<file path="src/rtl/b64d_pkg.sv">
`timescale 1ns / 1ps

package b64d_pkg;

    // character codes
    localparam logic [7:0] CHAR_LF    = 8'h0A;
    localparam logic [7:0] CHAR_CR    = 8'h0D;
    localparam logic [7:0] CHAR_SPACE = 8'h20;
    localparam logic [7:0] CHAR_PLUS  = 8'h2B;
    localparam logic [7:0] CHAR_SLASH = 8'h2F;
    localparam logic [7:0] CHAR_ZERO  = 8'h30;
    localparam logic [7:0] CHAR_NINE  = 8'h39;
    localparam logic [7:0] CHAR_EQUAL = 8'h3D;
    localparam logic [7:0] CHAR_UPPER_A = 8'h41;
    localparam logic [7:0] CHAR_UPPER_Z = 8'h5A;
    localparam logic [7:0] CHAR_LOWER_A = 8'h61;
    localparam logic [7:0] CHAR_LOWER_Z = 8'h7A;

    // sextet values at the start of each alphabet range
    localparam logic [7:0] LOWER_BASE = 8'd26;
    localparam logic [7:0] DIGIT_BASE = 8'd52;
    localparam logic [5:0] PLUS_VALUE  = 6'd62;
    localparam logic [5:0] SLASH_VALUE = 6'd63;

    // result queue sizing
    localparam int MAX_RESULTS = 3;
    localparam int QUEUE_DEPTH = 8;
    localparam int PTR_W       = $clog2(QUEUE_DEPTH);

    typedef struct packed {
        logic [7:0] data_byte;
        logic       byte_valid;
        logic       block_end;
    } result_t;

    typedef struct packed {
        logic       ok;
        logic [5:0] value;
    } sextet_t;

    function automatic sextet_t sextet_of(input logic [7:0] c);
        sextet_t s;
        s.ok    = 1'b1;
        s.value = '0;
        if (c inside {[CHAR_UPPER_A:CHAR_UPPER_Z]}) begin
            s.value = 6'(c - CHAR_UPPER_A);
        end else if (c inside {[CHAR_LOWER_A:CHAR_LOWER_Z]}) begin
            s.value = 6'(c - CHAR_LOWER_A + LOWER_BASE);
        end else if (c inside {[CHAR_ZERO:CHAR_NINE]}) begin
            s.value = 6'(c - CHAR_ZERO + DIGIT_BASE);
        end else if (c == CHAR_PLUS) begin
            s.value = PLUS_VALUE;
        end else if (c == CHAR_SLASH) begin
            s.value = SLASH_VALUE;
        end else begin
            s.ok = 1'b0;
        end
        return s;
    endfunction

endpackage

</file>
<file path="src/rtl/base64_stream_decoder_unit.sv">
`timescale 1ns / 1ps

// base64 text decoder, one character word in, one decoded byte word out
// input channel s_*: s_char_code is one character, s_end_of_text marks the last
//   character of a text block
// output channel m_*: m_data_byte with m_byte_valid; m_block_end flags the last
//   word caused by an end-of-text character (a lone marker word with
//   m_byte_valid low when that character flushes no byte)
// whitespace and codes outside the alphabet are dropped; after '=' everything
//   is dropped until end of text
// throughput: one character per cycle while s_ready is high; a character that completes a
//   group of four pushes three bytes into an 8-entry result queue that drains
//   one word per cycle, so with m_ready held high a steady stream of characters never stalls
// decoded bytes are registered in the result queue and leave on m_* in order, behind queued words
// s_ready falls only when the queue has fewer than three free entries, which
//   happens when the receiver holds m_ready low; queued words wait, none lost
// reset (aresetn low, synchronous) empties the queue and clears held sextets,
//   the sextet count and the padding flag
module base64_stream_decoder_unit (
    input  logic       aclk,
    input  logic       aresetn,
    input  logic       s_valid,
    output logic       s_ready,
    input  logic [7:0] s_char_code,
    input  logic       s_end_of_text,
    output logic       m_valid,
    input  logic       m_ready,
    output logic [7:0] m_data_byte,
    output logic       m_byte_valid,
    output logic       m_block_end
);

    localparam int PW = b64d_pkg::PTR_W;

    // decoder state
    logic [1:0]  count_reg, count_next;
    logic [17:0] held_reg, held_next;
    logic        pad_reg, pad_next;

    // result queue
    b64d_pkg::result_t queue_reg [b64d_pkg::QUEUE_DEPTH];
    logic [PW-1:0] wr_ptr_reg, rd_ptr_reg;
    logic [PW:0]   fill_reg, fill_next;

    // combinational decode of the presented character
    b64d_pkg::sextet_t sx;
    b64d_pkg::result_t res [b64d_pkg::MAX_RESULTS];
    logic [1:0]  n_res;
    logic        take, is_pad, sx_ok, quad;
    logic [1:0]  count_a;
    logic [17:0] held_a;
    logic [23:0] quad_word;
    logic        push, pop;

    always_comb begin
        sx     = b64d_pkg::sextet_of(s_char_code);
        take   = !pad_reg && !(s_char_code inside {b64d_pkg::CHAR_LF, b64d_pkg::CHAR_CR,
                                                   b64d_pkg::CHAR_SPACE});
        is_pad = take && s_char_code == b64d_pkg::CHAR_EQUAL;
        sx_ok  = take && !is_pad && sx.ok;
        quad   = sx_ok && count_reg == 2'd3;
        quad_word = {held_reg, sx.value};

        // state once the character itself is absorbed
        if (quad) begin
            count_a = 2'd0;
            held_a  = '0;
        end else if (sx_ok) begin
            count_a = count_reg + 2'd1;
            held_a  = {held_reg[11:0], sx.value};
        end else begin
            count_a = count_reg;
            held_a  = held_reg;
        end

        for (int i = 0; i < b64d_pkg::MAX_RESULTS; i++) begin
            res[i] = '0;
        end
        n_res = 2'd0;

        if (quad) begin
            res[0] = '{data_byte: quad_word[23:16], byte_valid: 1'b1, block_end: 1'b0};
            res[1] = '{data_byte: quad_word[15:8],  byte_valid: 1'b1, block_end: 1'b0};
            res[2] = '{data_byte: quad_word[7:0],   byte_valid: 1'b1,
                       block_end: s_end_of_text};
            n_res  = 2'd3;
        end else if (s_end_of_text) begin
            case (count_a)
                2'd2: begin
                    // two sextets flush one byte
                    res[0] = '{data_byte: held_a[11:4], byte_valid: 1'b1, block_end: 1'b1};
                    n_res  = 2'd1;
                end
                2'd3: begin
                    // three sextets flush two bytes
                    res[0] = '{data_byte: held_a[17:10], byte_valid: 1'b1, block_end: 1'b0};
                    res[1] = '{data_byte: held_a[9:2],   byte_valid: 1'b1, block_end: 1'b1};
                    n_res  = 2'd2;
                end
                default: begin
                    // nothing to flush: lone end marker
                    res[0] = '{data_byte: 8'd0, byte_valid: 1'b0, block_end: 1'b1};
                    n_res  = 2'd1;
                end
            endcase
        end

        if (s_end_of_text) begin
            count_next = '0;
            held_next  = '0;
            pad_next   = 1'b0;
        end else begin
            count_next = count_a;
            held_next  = held_a;
            pad_next   = pad_reg | is_pad;
        end
    end

    // accept only while a full group of three still fits
    assign s_ready = fill_reg <= (PW + 1)'(b64d_pkg::QUEUE_DEPTH - b64d_pkg::MAX_RESULTS);
    assign push    = s_valid && s_ready;
    assign m_valid = fill_reg != '0;
    assign pop     = m_valid && m_ready;

    always_comb begin
        fill_next = fill_reg + (push ? (PW + 1)'(n_res) : '0) - (PW + 1)'(pop);
    end

    // state, pointers and fill level
    always_ff @(posedge aclk) begin
        if (!aresetn) begin
            count_reg  <= '0;
            held_reg   <= '0;
            pad_reg    <= 1'b0;
            wr_ptr_reg <= '0;
            rd_ptr_reg <= '0;
            fill_reg   <= '0;
        end else begin
            if (push) begin
                count_reg  <= count_next;
                held_reg   <= held_next;
                pad_reg    <= pad_next;
                wr_ptr_reg <= wr_ptr_reg + PW'(n_res);
            end
            if (pop) begin
                rd_ptr_reg <= rd_ptr_reg + PW'(1);
            end
            fill_reg <= fill_next;
        end
    end

    // queue entries, up to three written per accepted word
    always_ff @(posedge aclk) begin
        if (push) begin
            for (int i = 0; i < b64d_pkg::MAX_RESULTS; i++) begin
                if (PW'(i) < PW'(n_res)) begin
                    queue_reg[wr_ptr_reg + PW'(i)] <= res[i];
                end
            end
        end
    end

    assign m_data_byte  = queue_reg[rd_ptr_reg].data_byte;
    assign m_byte_valid = queue_reg[rd_ptr_reg].byte_valid;
    assign m_block_end  = queue_reg[rd_ptr_reg].block_end;

endmodule

</file>
<file path="config.mk">
export PLATFORM = sky130hd
export DESIGN_NAME = base64_stream_decoder_unit
export DESIGN_NICKNAME = d
export VERILOG_FILES = /design/src/rtl/b64d_pkg.sv /design/src/rtl/base64_stream_decoder_unit.sv
export SDC_FILE = /design/constraint.sdc
export NUM_CORES = 1
export LEC_CHECK = 0
export ABC_AREA = 0
export BUFFER_PORTS_ARGS = -buffer_cell sky130_fd_sc_hd__buf_2
export CORE_MARGIN = 1.5
export CORE_UTILIZATION = 35
export DETAILED_ROUTE_END_ITERATION = 8
export PLACE_DENSITY = 0.55
export SYNTH_ARGS = -nofsm -noshare
export SYNTH_HDL_FRONTEND = slang
export SYNTH_SLANG_ARGS = --single-unit
</file>
<file path="constraint.sdc">
create_clock -name aclk -period 7.05 [get_ports aclk]
set_input_delay 2.115 -clock aclk [delete_from_list [all_inputs] [get_ports aclk]]
set_output_delay 2.115 -clock aclk [all_outputs]
set_load 0.01 [all_outputs]
</file>
==> results of run 1 <==
## cell families (layout without fill, tap and decap cells)
group	count (synthesis)	after routing	share of synthesized area
AOI/OAI and AO/OA	259	259	0.250
xor gates and xnor gates	8	8	0.00924
adders and majority gates	23	23	0.0399
buffers and inverters	70	99	0.0426
DFF	114	114	0.407
muxes	45	45	0.0942
and+or+nand+nor	229	229	0.158
## placed cells by master (no fill, tap or decap), types with 8 or more instances in the layout
cell type	synthesis	final
edfxtp_1	80	80
nand2_1	66	66
o22ai_1	47	47
o21ai_0	45	42
a21oi_1	41	41
nor2_1	34	34
dfxtp_1	34	34
o21ai_1	25	28
nor3_1	24	24
buf_2	9	24
buf_4	1	23
nand3_1	21	21
ha_1	21	21
inv_1	20	20
mux4_2	20	20
nor2b_1	18	18
and2_1	17	17
clkbuf_16	0	17
a22oi_1	16	16
mux2i_1	14	14
mux2_2	11	11
nand4_1	8	8
nor2_2	8	8
## layer usage
metal	up-vias	wire length (um)	share of wire	global-route usage
met4	0	527	0.023	0.0721
met1	3060	10400	0.45	0.302
li1	2950	-	-	-
met3	32	1950	0.084	0.0430
met5	-	0	0	0
met2	341	10400	0.45	0.313
## final timing paths
| kind | endpoint | slack (ns) | start | cells past startpoint |
|---|---|---|---|---|
| worst max register to register | queue_reg[6][4] | 3.50 | count_reg[0] | 7 |
| worst max-delay path | fill_reg[3] | 1.44 | s_char_code[2] | 17 |
| worst min register to register | rd_ptr_reg[1] | 0.51 | rd_ptr_reg[1] | 2 |
| worst min-delay path | rd_ptr_reg[1] | 0.51 | rd_ptr_reg[1] | 2 |
## metrics by stage
step           worst slack, ns  total power [mW]  cell area, um^2
2_1_floorplan             1.25              1.10             7580
3_3_place_gp              1.09              1.23             7980
3_5_place_dp              1.04              1.23             7980
4_1_cts                   1.48              2.02             8530
5_1_grt                   1.14              2.10             8530
6_report                  1.44              2.00             8530
## cell usage after synthesis (5+ instances only)
cell       instances  share of area
a2111oi_4          6          0.022
a21oi_1           41          0.027
a22o_1             6         0.0069
a22oi_1           16          0.016
and2_1            17          0.014
buf_2              9         0.0059
buf_6              6         0.0089
clkbuf_1          31          0.015
dfxtp_1           34          0.090
edfxtp_1          80           0.32
ha_1              21          0.035
inv_1             20         0.0099
mux2_2            11          0.016
mux2i_1           14          0.018
mux4_2            20          0.059
nand2_1           66          0.033
nand2b_1           6         0.0050
nand3_1           21          0.014
nand4_1            8         0.0066
nor2_1            34          0.017
nor2_2             8         0.0066
nor2b_1           18          0.015
nor3_1            24          0.016
nor4_1             6         0.0050
o211ai_1           5         0.0050
o21a_1             6         0.0059
o21ai_0           45          0.030
o21ai_1           25          0.017
o22ai_1           47          0.039
## cell type report
type	count	area (um^2)	share of cell area
multi-input cells	564	4190	0.491
flip-flops and latches	114	3080	0.362
clock buffers	20	437	0.0512
well taps	275	344	0.0403
repair buffers	47	293	0.0343
clock inverters	12	109	0.0128
inverters	20	75.1	0.00880
## critical path: cells and delay by family
family	cells	cell delay [ns]
simple gates	6	1.25
fa+ha+maj	3	0.75
xor+xnor	1	0.08
buf+inv	3	0.44
compound gates	4	1.27
## where the power goes
part | leakage (nW) | internal [mW] | switching, mW
sequential | 1.03 | 0.742 | 0.0229
clock | 0.256 | 0.484 | 0.311
combinational | 1.65 | 0.189 | 0.254
total | 2.93 | 1.42 | 0.588
==> out/qor.txt, run 1 <==
status = completed
Mapped Cells = 748
Synthesized Nets = 784
first-pass GRT wire length = 35.2 mm
number of buffers created by CTS = 17
max FFs per register = 80
routability congestion estimate = 0.897
fin crit period = 5.61 ns
DRC viols = 0
TritonRoute pass-1 iters = 5
post-CTS sizing = 0
hold_buf cts = 0
pins over their slew limit = 0
count of input and output buffers = 24
sequential area share after synthesis = 0.407
fin nets = 800
starting density of the core = 0.358
fin util = 0.403
num rows = 53
Clock Pin Slew Worst Setup and Hold Paths = 0.05 ns
GRT overflow = 0
placed wire-length estimate = 16.2 mm
synth unique cells = 75
CTS tree = built
crit path cell chain = buf_2 > inv_1 > ha_1 > nor2b_1 > nor3_2 > nor3_2 > a2111oi_4 > o21ai_2 > nand2_1 > nand2_1 > ha_1 > inv_1 > ha_1 > a21o_1 > a21oi_1 > xor2_1 > and2_1
vias in the first global route = 5796
max incr delay on CP = 0.72 ns
gr usage total = 0.210
clock buffer depth = 2
number of top-level pins = 25
Setup crit start kind = input pin
Die Width = 150 um
final hold violation count = 0
vias per cell = 6.07
fin cells = 1052
ys flop type = edfxtp_1
setup bufs post-CTS = 0
Worst EP arrival = 5.92 ns
share of post-route cells with drive strength above 1 = 0.187
Static Leak = 2.93 nW
pwr/cell area = 235 nW/um^2
antenna violations before repair = 0
CP dominant cell by count = ha_1
slowest CP cell = o21ai_2
critical-path maximum fanout = 11
drt total wl = 23.2 mm
Max VDD drop = 0.165 mV
Critical Path RT = 7.36 ns
setup repair after global routing missed its margin = false
Clock Sinks = 114
Diodes inserted = 0
core box area = 21200 um^2
Slew @ Worst Pin = 1.09 ns
worst setup path class = in2reg
placed cells = 1020
pin count of the biggest net entering global routing = 33
ANT nets after route = 0
drt wl/cell = 22.0 um
vias = 6383
Peak Freq = 178 MHz
Fillers = 2049
Post-synth ARST share = 0
final critical-path share of the clock period = 0.796
type of the most critical hold path = reg2reg
Mapped Area = 7580 um^2
H-tree depth = 4
Synth Register Bits = 114
Setup crit end kind = flop
WHS = 0.511 ns
die span in y = 150 um
clock insertion delay at the later pin of the skew report = 0.41 ns
Avg Inst Size Synth = 10.1 um^2
relative max-transition margin = 0.267
setup TNS = 0 ns
die footprint = 22600 um^2
Layout area overhead = 12.5%
Worst Skew = 0.00722 ns
yosys warns = 0
1st-iter DRT viols = 785
Max Cap Viol = 0
number of synthesized flops with an enable pin = 80
CTS root buf = clkbuf_16
# setup viols final = 0
No activity file was read; power rests on OpenSTA's default activity.
==> inputs of run 2 (changes only) <==
--- a/config.mk
+++ b/config.mk
@@ -5,12 +5,12 @@
 export SDC_FILE = /design/constraint.sdc
 export NUM_CORES = 1
 export LEC_CHECK = 0
-export ABC_AREA = 0
+export ABC_AREA = 1
 export BUFFER_PORTS_ARGS = -buffer_cell sky130_fd_sc_hd__buf_2
 export CORE_MARGIN = 1.5
 export CORE_UTILIZATION = 35
 export DETAILED_ROUTE_END_ITERATION = 8
-export PLACE_DENSITY = 0.55
+export PLACE_DENSITY = 0.57
 export SYNTH_ARGS = -nofsm -noshare
 export SYNTH_HDL_FRONTEND = slang
 export SYNTH_SLANG_ARGS = --single-unit
==> constraint.sdc (replaced) <==
create_clock -name aclk -period 4.65 [get_ports aclk]
set_input_delay 1.395 -clock aclk [delete_from_list [all_inputs] [get_ports aclk]]
set_output_delay 1.395 -clock aclk [all_outputs]
set_load 0.01 [all_outputs]
==> run 2 against run 1 <==
  * Via count rose by 32%
  * Synthesized area rose by 7.6%
  * Hold slack got worse by 0.055 ns
  * Combinational power rose by 120%
  * Clock skew rose by 0.0045 ns
  * Utilization rose by 1.4 points
  * Clock-buffer cell count rose by 5
  * Clock power rose by 77%
  * Global-route usage rose by 3.9 points
  * Critical path type unchanged
==> out/qor.txt, run 2 <==
post-CTS sizing = 0
Slew @ Worst Pin = 1.09 ns
# setup viols final = 0
CTS tree = built
most common cell after layout, fill and taps aside = nand2_1
vias = 8398
worst setup path class = in2reg
pins over their slew limit = 0
placed cell area = 8870 um^2
drt wl/cell = 18.8 um
setup repair after global routing missed its margin = false
Max Cap Viol = 0
num rows = 55
Synth Area in Compound Gates = 0.0997
Avg Inst Size Synth = 6.92 um^2
number of buffers created by CTS = 17
clock buffer depth = 2
H-tree depth = 4
CP delay by family, top = simple AND/OR/NAND/NOR gates
sequential area share after synthesis = 0.378
R2R depth = 17
slowest CP cell = nor2_1
Mapped Cells = 1178
fin util = 0.417
fin nets = 1264
Setup crit end kind = flop
Worst EP arrival = 4.47 ns
Diodes inserted = 0
starting density of the core = 0.358
total power = 3.59 mW
Peak Freq = 239 MHz
critical-path maximum fanout = 34
DRC viols = 0
Synth top area share = 0.295
area share of and/or/nand/nor cells after synthesis = 0.406
WP buf/inv = 6
1st-iter DRT viols = 1014
placed wire-length estimate = 20.5 mm
Setup crit start kind = input pin
hold_buf cts = 0
final hold violation count = 0
post-synthesis adder-cell area fraction = 0.0371
fin crit period = 4.19 ns
number of top-level pins = 25
synth top area cells = edfxtp_1, nand2_1, nand3_1
max FFs per register = 80
Max VDD drop = 0.231 mV
largest family of logic cells by synthesized area = simple AND/OR/NAND/NOR gates
Clock Sinks = 114
top cells by count, synth = nand2_1, nand3_1, nor2_1, edfxtp_1, inv_1
yosys warns = 0
setup TNS = 0 ns
synth unique cells = 40
Hold Path Depth = 1
antenna violations before repair = 0
Worst Skew = 0.0117 ns
Clock Pin Slew Worst Setup and Hold Paths = 0.06 ns
drt total wl = 29.3 mm
Critical Path RT = 4.94 ns
Yosys top cell by area = edfxtp_1
setup bufs post-CTS = 0
Post-synth ARST share = 0
type of the most critical hold path = reg2reg
pwr/cell area = 377 nW/um^2
vias per cell = 5.40
WHS = 0.456 ns
Crit path depth = 18
clock insertion delay at the later pin of the skew report = 0.44 ns
post-synthesis xor/xnor area fraction = 0.00967
count of input and output buffers = 24
pin count of the biggest net entering global routing = 67
TritonRoute pass-1 iters = 8
routability congestion estimate = 0.978
count leader, synth = nand2_1
mux contribution to synthesized area = 0
Synth Register Bits = 114
commonest cells after routing, fill and taps aside = nand2_1, nand3_1, nor2_1
share of post-route cells with drive strength above 1 = 0.130
Final Cell Area = 9510 um^2
Mapped Area = 8150 um^2
vias in the first global route = 7757
final critical-path share of the clock period = 0.901
CP dominant cell by count = nand2_1
GRT overflow = 0
Static Leak = 4.37 nW
Die Width = 156 um
max incr delay on CP = 0.88 ns
relative max-transition margin = 0.268
ANT nets after route = 0
die span in y = 156 um
ys flop type = edfxtp_1
first-pass GRT wire length = 44.7 mm
CTS root buf = clkbuf_16
Layout area overhead = 16.6%
gr usage total = 0.249
number of synthesized flops with an enable pin = 80
die footprint = 24200 um^2
Synthesized Nets = 1214
crit path cell chain = buf_2 > inv_1 > ha_1 > inv_1 > nand2_1 > nand2_1 > nor2_1 > nor2_1 > nand2_1 > nand3_4 > nand2_4 > buf_4 > nor2_4 > inv_2 > buf_4 > nor2_1 > nand2_1 > nand2_1
status = completed
core box area = 22800 um^2
## run 2: cell count changes in the layout (fill, tap and decap cells not counted), moves of 20 or more
cell and change:
nand3_1 +179, o22ai_1 -37, buf_4 +31, inv_1 +49, nand2_1 +300, o21ai_0 +23, nor2_1 +91, mux4_2 -20
## run 2: path summary, 6_finish.rpt
| kind | slack (ns) | endpoint | from |
|---|---|---|---|
| max | 0.46 | queue_reg[5][7] | s_char_code[1] |
| min | 0.46 | rd_ptr_reg[2] | rd_ptr_reg[2] |
| max reg2reg | 1.68 | fill_reg[3] | count_reg[0] |
| min reg2reg | 0.46 | rd_ptr_reg[2] | rd_ptr_reg[2] |
## run 2: cells by family (layout without fill, tap and decap cells)
family,Yosys count,count (layout)
flip-flops,114,114
buffers and inverters,133,196
adder cells (fa/ha/maj),23,23
AO/OA/AOI/OAI,150,150
XOR/XNOR,9,9
AND/OR/NAND/NOR,749,749
## run 2: power breakdown
group	total, mW	internal [mW]	switching [mW]
Sequential	1.19	1.14	0.0456
Clock	1.41	0.912	0.497
Combinational	0.994	0.305	0.689
Total	3.59	2.36	1.23
## run 2: cell type report
cell class / count / area, um^2
Sequential cell: 114 / 3080
Clock inverter: 7 / 92.6
Clock buffer: 25 / 539
Timing Repair Buffer: 81 / 586
Fill cell: 2348 / 13300
Tap cell: 313 / 392
Multi-Input combinational cell: 931 / 4500
Inverter: 83 / 312
## run 2: stage by stage
stage | std cells | setup slack [ns]
5_1_grt | 1554 | 0.175
3_5_place_dp | 1522 | 0.0623
6_report | 1554 | 0.461
4_1_cts | 1554 | 0.499
2_1_floorplan | 1178 | 0.0781
3_3_place_gp | 1522 | 0.122
## run 2: routing by layer
metal	global-route usage	routed length, um	vias up
met2	0.386	13000	446
met3	0.0592	2680	96
met5	0	0	-
li1	-	-	4061
met1	0.324	12100	3795
met4	0.130	1450	0
==> inputs of run 3 (changes only) <==
--- a/config.mk
+++ b/config.mk
@@ -5,7 +5,6 @@
 export SDC_FILE = /design/constraint.sdc
 export NUM_CORES = 1
 export LEC_CHECK = 0
-export ABC_AREA = 1
 export BUFFER_PORTS_ARGS = -buffer_cell sky130_fd_sc_hd__buf_2
 export CORE_MARGIN = 1.5
 export CORE_UTILIZATION = 35
==> run 3 against run 2 <==
  * Fmax is essentially flat
  * First-iteration DRC count shrank 31%
  * Die area shrank 6.9%
  * Clock-buffer cell count shrank 6
  * Via count shrank 22%
  * Register-to-register slack lost 0.20 ns
  * Largest cell class unchanged
  * Largest power group unchanged
==> out/qor.txt, run 3 (same netlist as run 1, synthesis figures left out) <==
status = completed
final critical-path share of the clock period = 0.900
DRC viols = 0
Worst Skew = 0.00530 ns
fin crit period = 4.19 ns
reg2reg end = queue_reg[0][8]
slowest CP cell = a221oi_2
# setup viols final = 0
Clock Sinks = 114
Critical Path RT = 4.76 ns
CTS root buf = clkbuf_16
setup repair after global routing missed its margin = false
H-tree depth = 4
number of buffers created by CTS = 17
max incr delay on CP = 0.81 ns
hold_buf cts = 0
pin count of the biggest net entering global routing = 33
Peak Freq = 239 MHz
R2R depth = 8
antenna violations before repair = 0
R2R setup slack = 1.48 ns
crit path capture = queue_reg[1][6]
GRT overflow = 0
met3 GRT Util = 0.0464
Max VDD drop = 0.202 mV
1st-iter DRT viols = 700
Die Width = 150 um
Hold Path Depth = 2
critical-path maximum fanout = 15
die footprint = 22600 um^2
gr usage total = 0.214
Setup crit start kind = input pin
type of the most critical hold path = reg2reg
vias = 6515
clock insertion delay at the later pin of the skew report = 0.42 ns
pwr/cell area = 363 nW/um^2
Diodes inserted = 0
Max Cap Viol = 0
GRT Max-Usage Layer = met2
CTS tree = built
total power = 3.25 mW
fin cells = 1091
drt wl/cell = 21.2 um
post-CTS sizing = 0
crit path cell chain = buf_2 > inv_1 > ha_1 > buf_4 > nor2b_2 > nor3_2 > or3_1 > o21ai_4 > o21ai_2 > a221oi_2 > a21oi_1
Layout area overhead = 18.0%
starting density of the core = 0.358
number of top-level pins = 25
clock buffer depth = 2
Clock Pin Slew Worst Setup and Hold Paths = 0.05 ns
setup TNS = 0 ns
met2 usage = 0.342
vias in the first global route = 6210
drt total wl = 23.2 mm
count of input and output buffers = 24
Setup crit end kind = flop
num rows = 53
pins over their slew limit = 0
core box area = 21200 um^2
vias per cell = 5.97
Static Leak = 3.19 nW
Slew @ Worst Pin = 1.06 ns
fin nets = 840
ANT nets after route = 0
GR Util met1 = 0.279
setup bufs post-CTS = 0
worst setup path class = in2reg
most common cell after layout, fill and taps aside = edfxtp_1
Fillers = 2041
placed cells = 1060
relative max-transition margin = 0.285
Worst Setup SP = s_char_code[0]
routability congestion estimate = 0.914
share of post-route cells with drive strength above 1 = 0.232
final hold violation count = 0
placed wire-length estimate = 16.6 mm
Critical R2R Launch = count_reg[0]
commonest cells after routing, fill and taps aside = edfxtp_1, nand2_1, buf_4
TritonRoute pass-1 iters = 7
die span in y = 150 um
max FFs per register = 80
Worst EP arrival = 4.30 ns
first-pass GRT wire length = 35.9 mm
==> run 3: critical path: cells and delay by family <==
family	cells	cell delay, ns
buffers and inverters	3	0.38
AOI/OAI and AO/OA	4	1.57
adders and majority gates	1	0.21
and+or+nand+nor	3	0.73
==> run 3: report_power, final <==
group          leakage, nW  total (mW)  switching (mW)  internal (mW)
logic                 1.85       0.694           0.392          0.303
registers             1.03        1.16          0.0359           1.13
clock network        0.308        1.39           0.454          0.940
total                 3.19        3.25           0.882           2.37
==> run 3: routing by layer <==
metal  share of wire  vias to the layer above
met5               0                        -
met4           0.035                        0
met3           0.070                       54
met2            0.47                      328
met1            0.43                     3106
li1                -                     3027
==> run 3: through the flow <==
step	hold WS (ns)	cell area (um^2)	util	setup WS (ns)
floorplan	0.467	7590	-	0.0403
global placement	0.508	8330	0.394	0.133
detailed placement	0.512	8330	0.394	0.0710
CTS	0.520	8950	0.423	0.508
global route	0.552	8950	0.423	0.236
finish	0.519	8950	0.423	0.465
==> run 3: area by class of cell <==
| class | instances | area (um^2) | area share |
|---|---|---|---|
| Timing Repair Buffer | 87 | 631 | 0.0705 |
| Inverter | 20 | 75.1 | 0.00839 |
| Clock inverter | 12 | 188 | 0.0210 |
| Tap cell | 275 | 344 | 0.0385 |
| Sequential cell | 114 | 3080 | 0.345 |
| Multi-Input combinational cell | 564 | 4190 | 0.469 |
| Clock buffer | 19 | 433 | 0.0484 |
==> run 3: worst min-delay path by stage <==
| stage | startpoint | to | slack, ns |
|---|---|---|---|
| after detailed placement | rd_ptr_reg[1] | rd_ptr_reg[1] | 0.51 |
| final | rd_ptr_reg[1] | rd_ptr_reg[1] | 0.52 |
| after global routing | rd_ptr_reg[1] | rd_ptr_reg[1] | 0.55 |
| after floorplan | rd_ptr_reg[1] | flop | 0.47 |
| after CTS | rd_ptr_reg[1] | rd_ptr_reg[1] | 0.52 |
| after global placement | rd_ptr_reg[1] | rd_ptr_reg[1] | 0.51 |
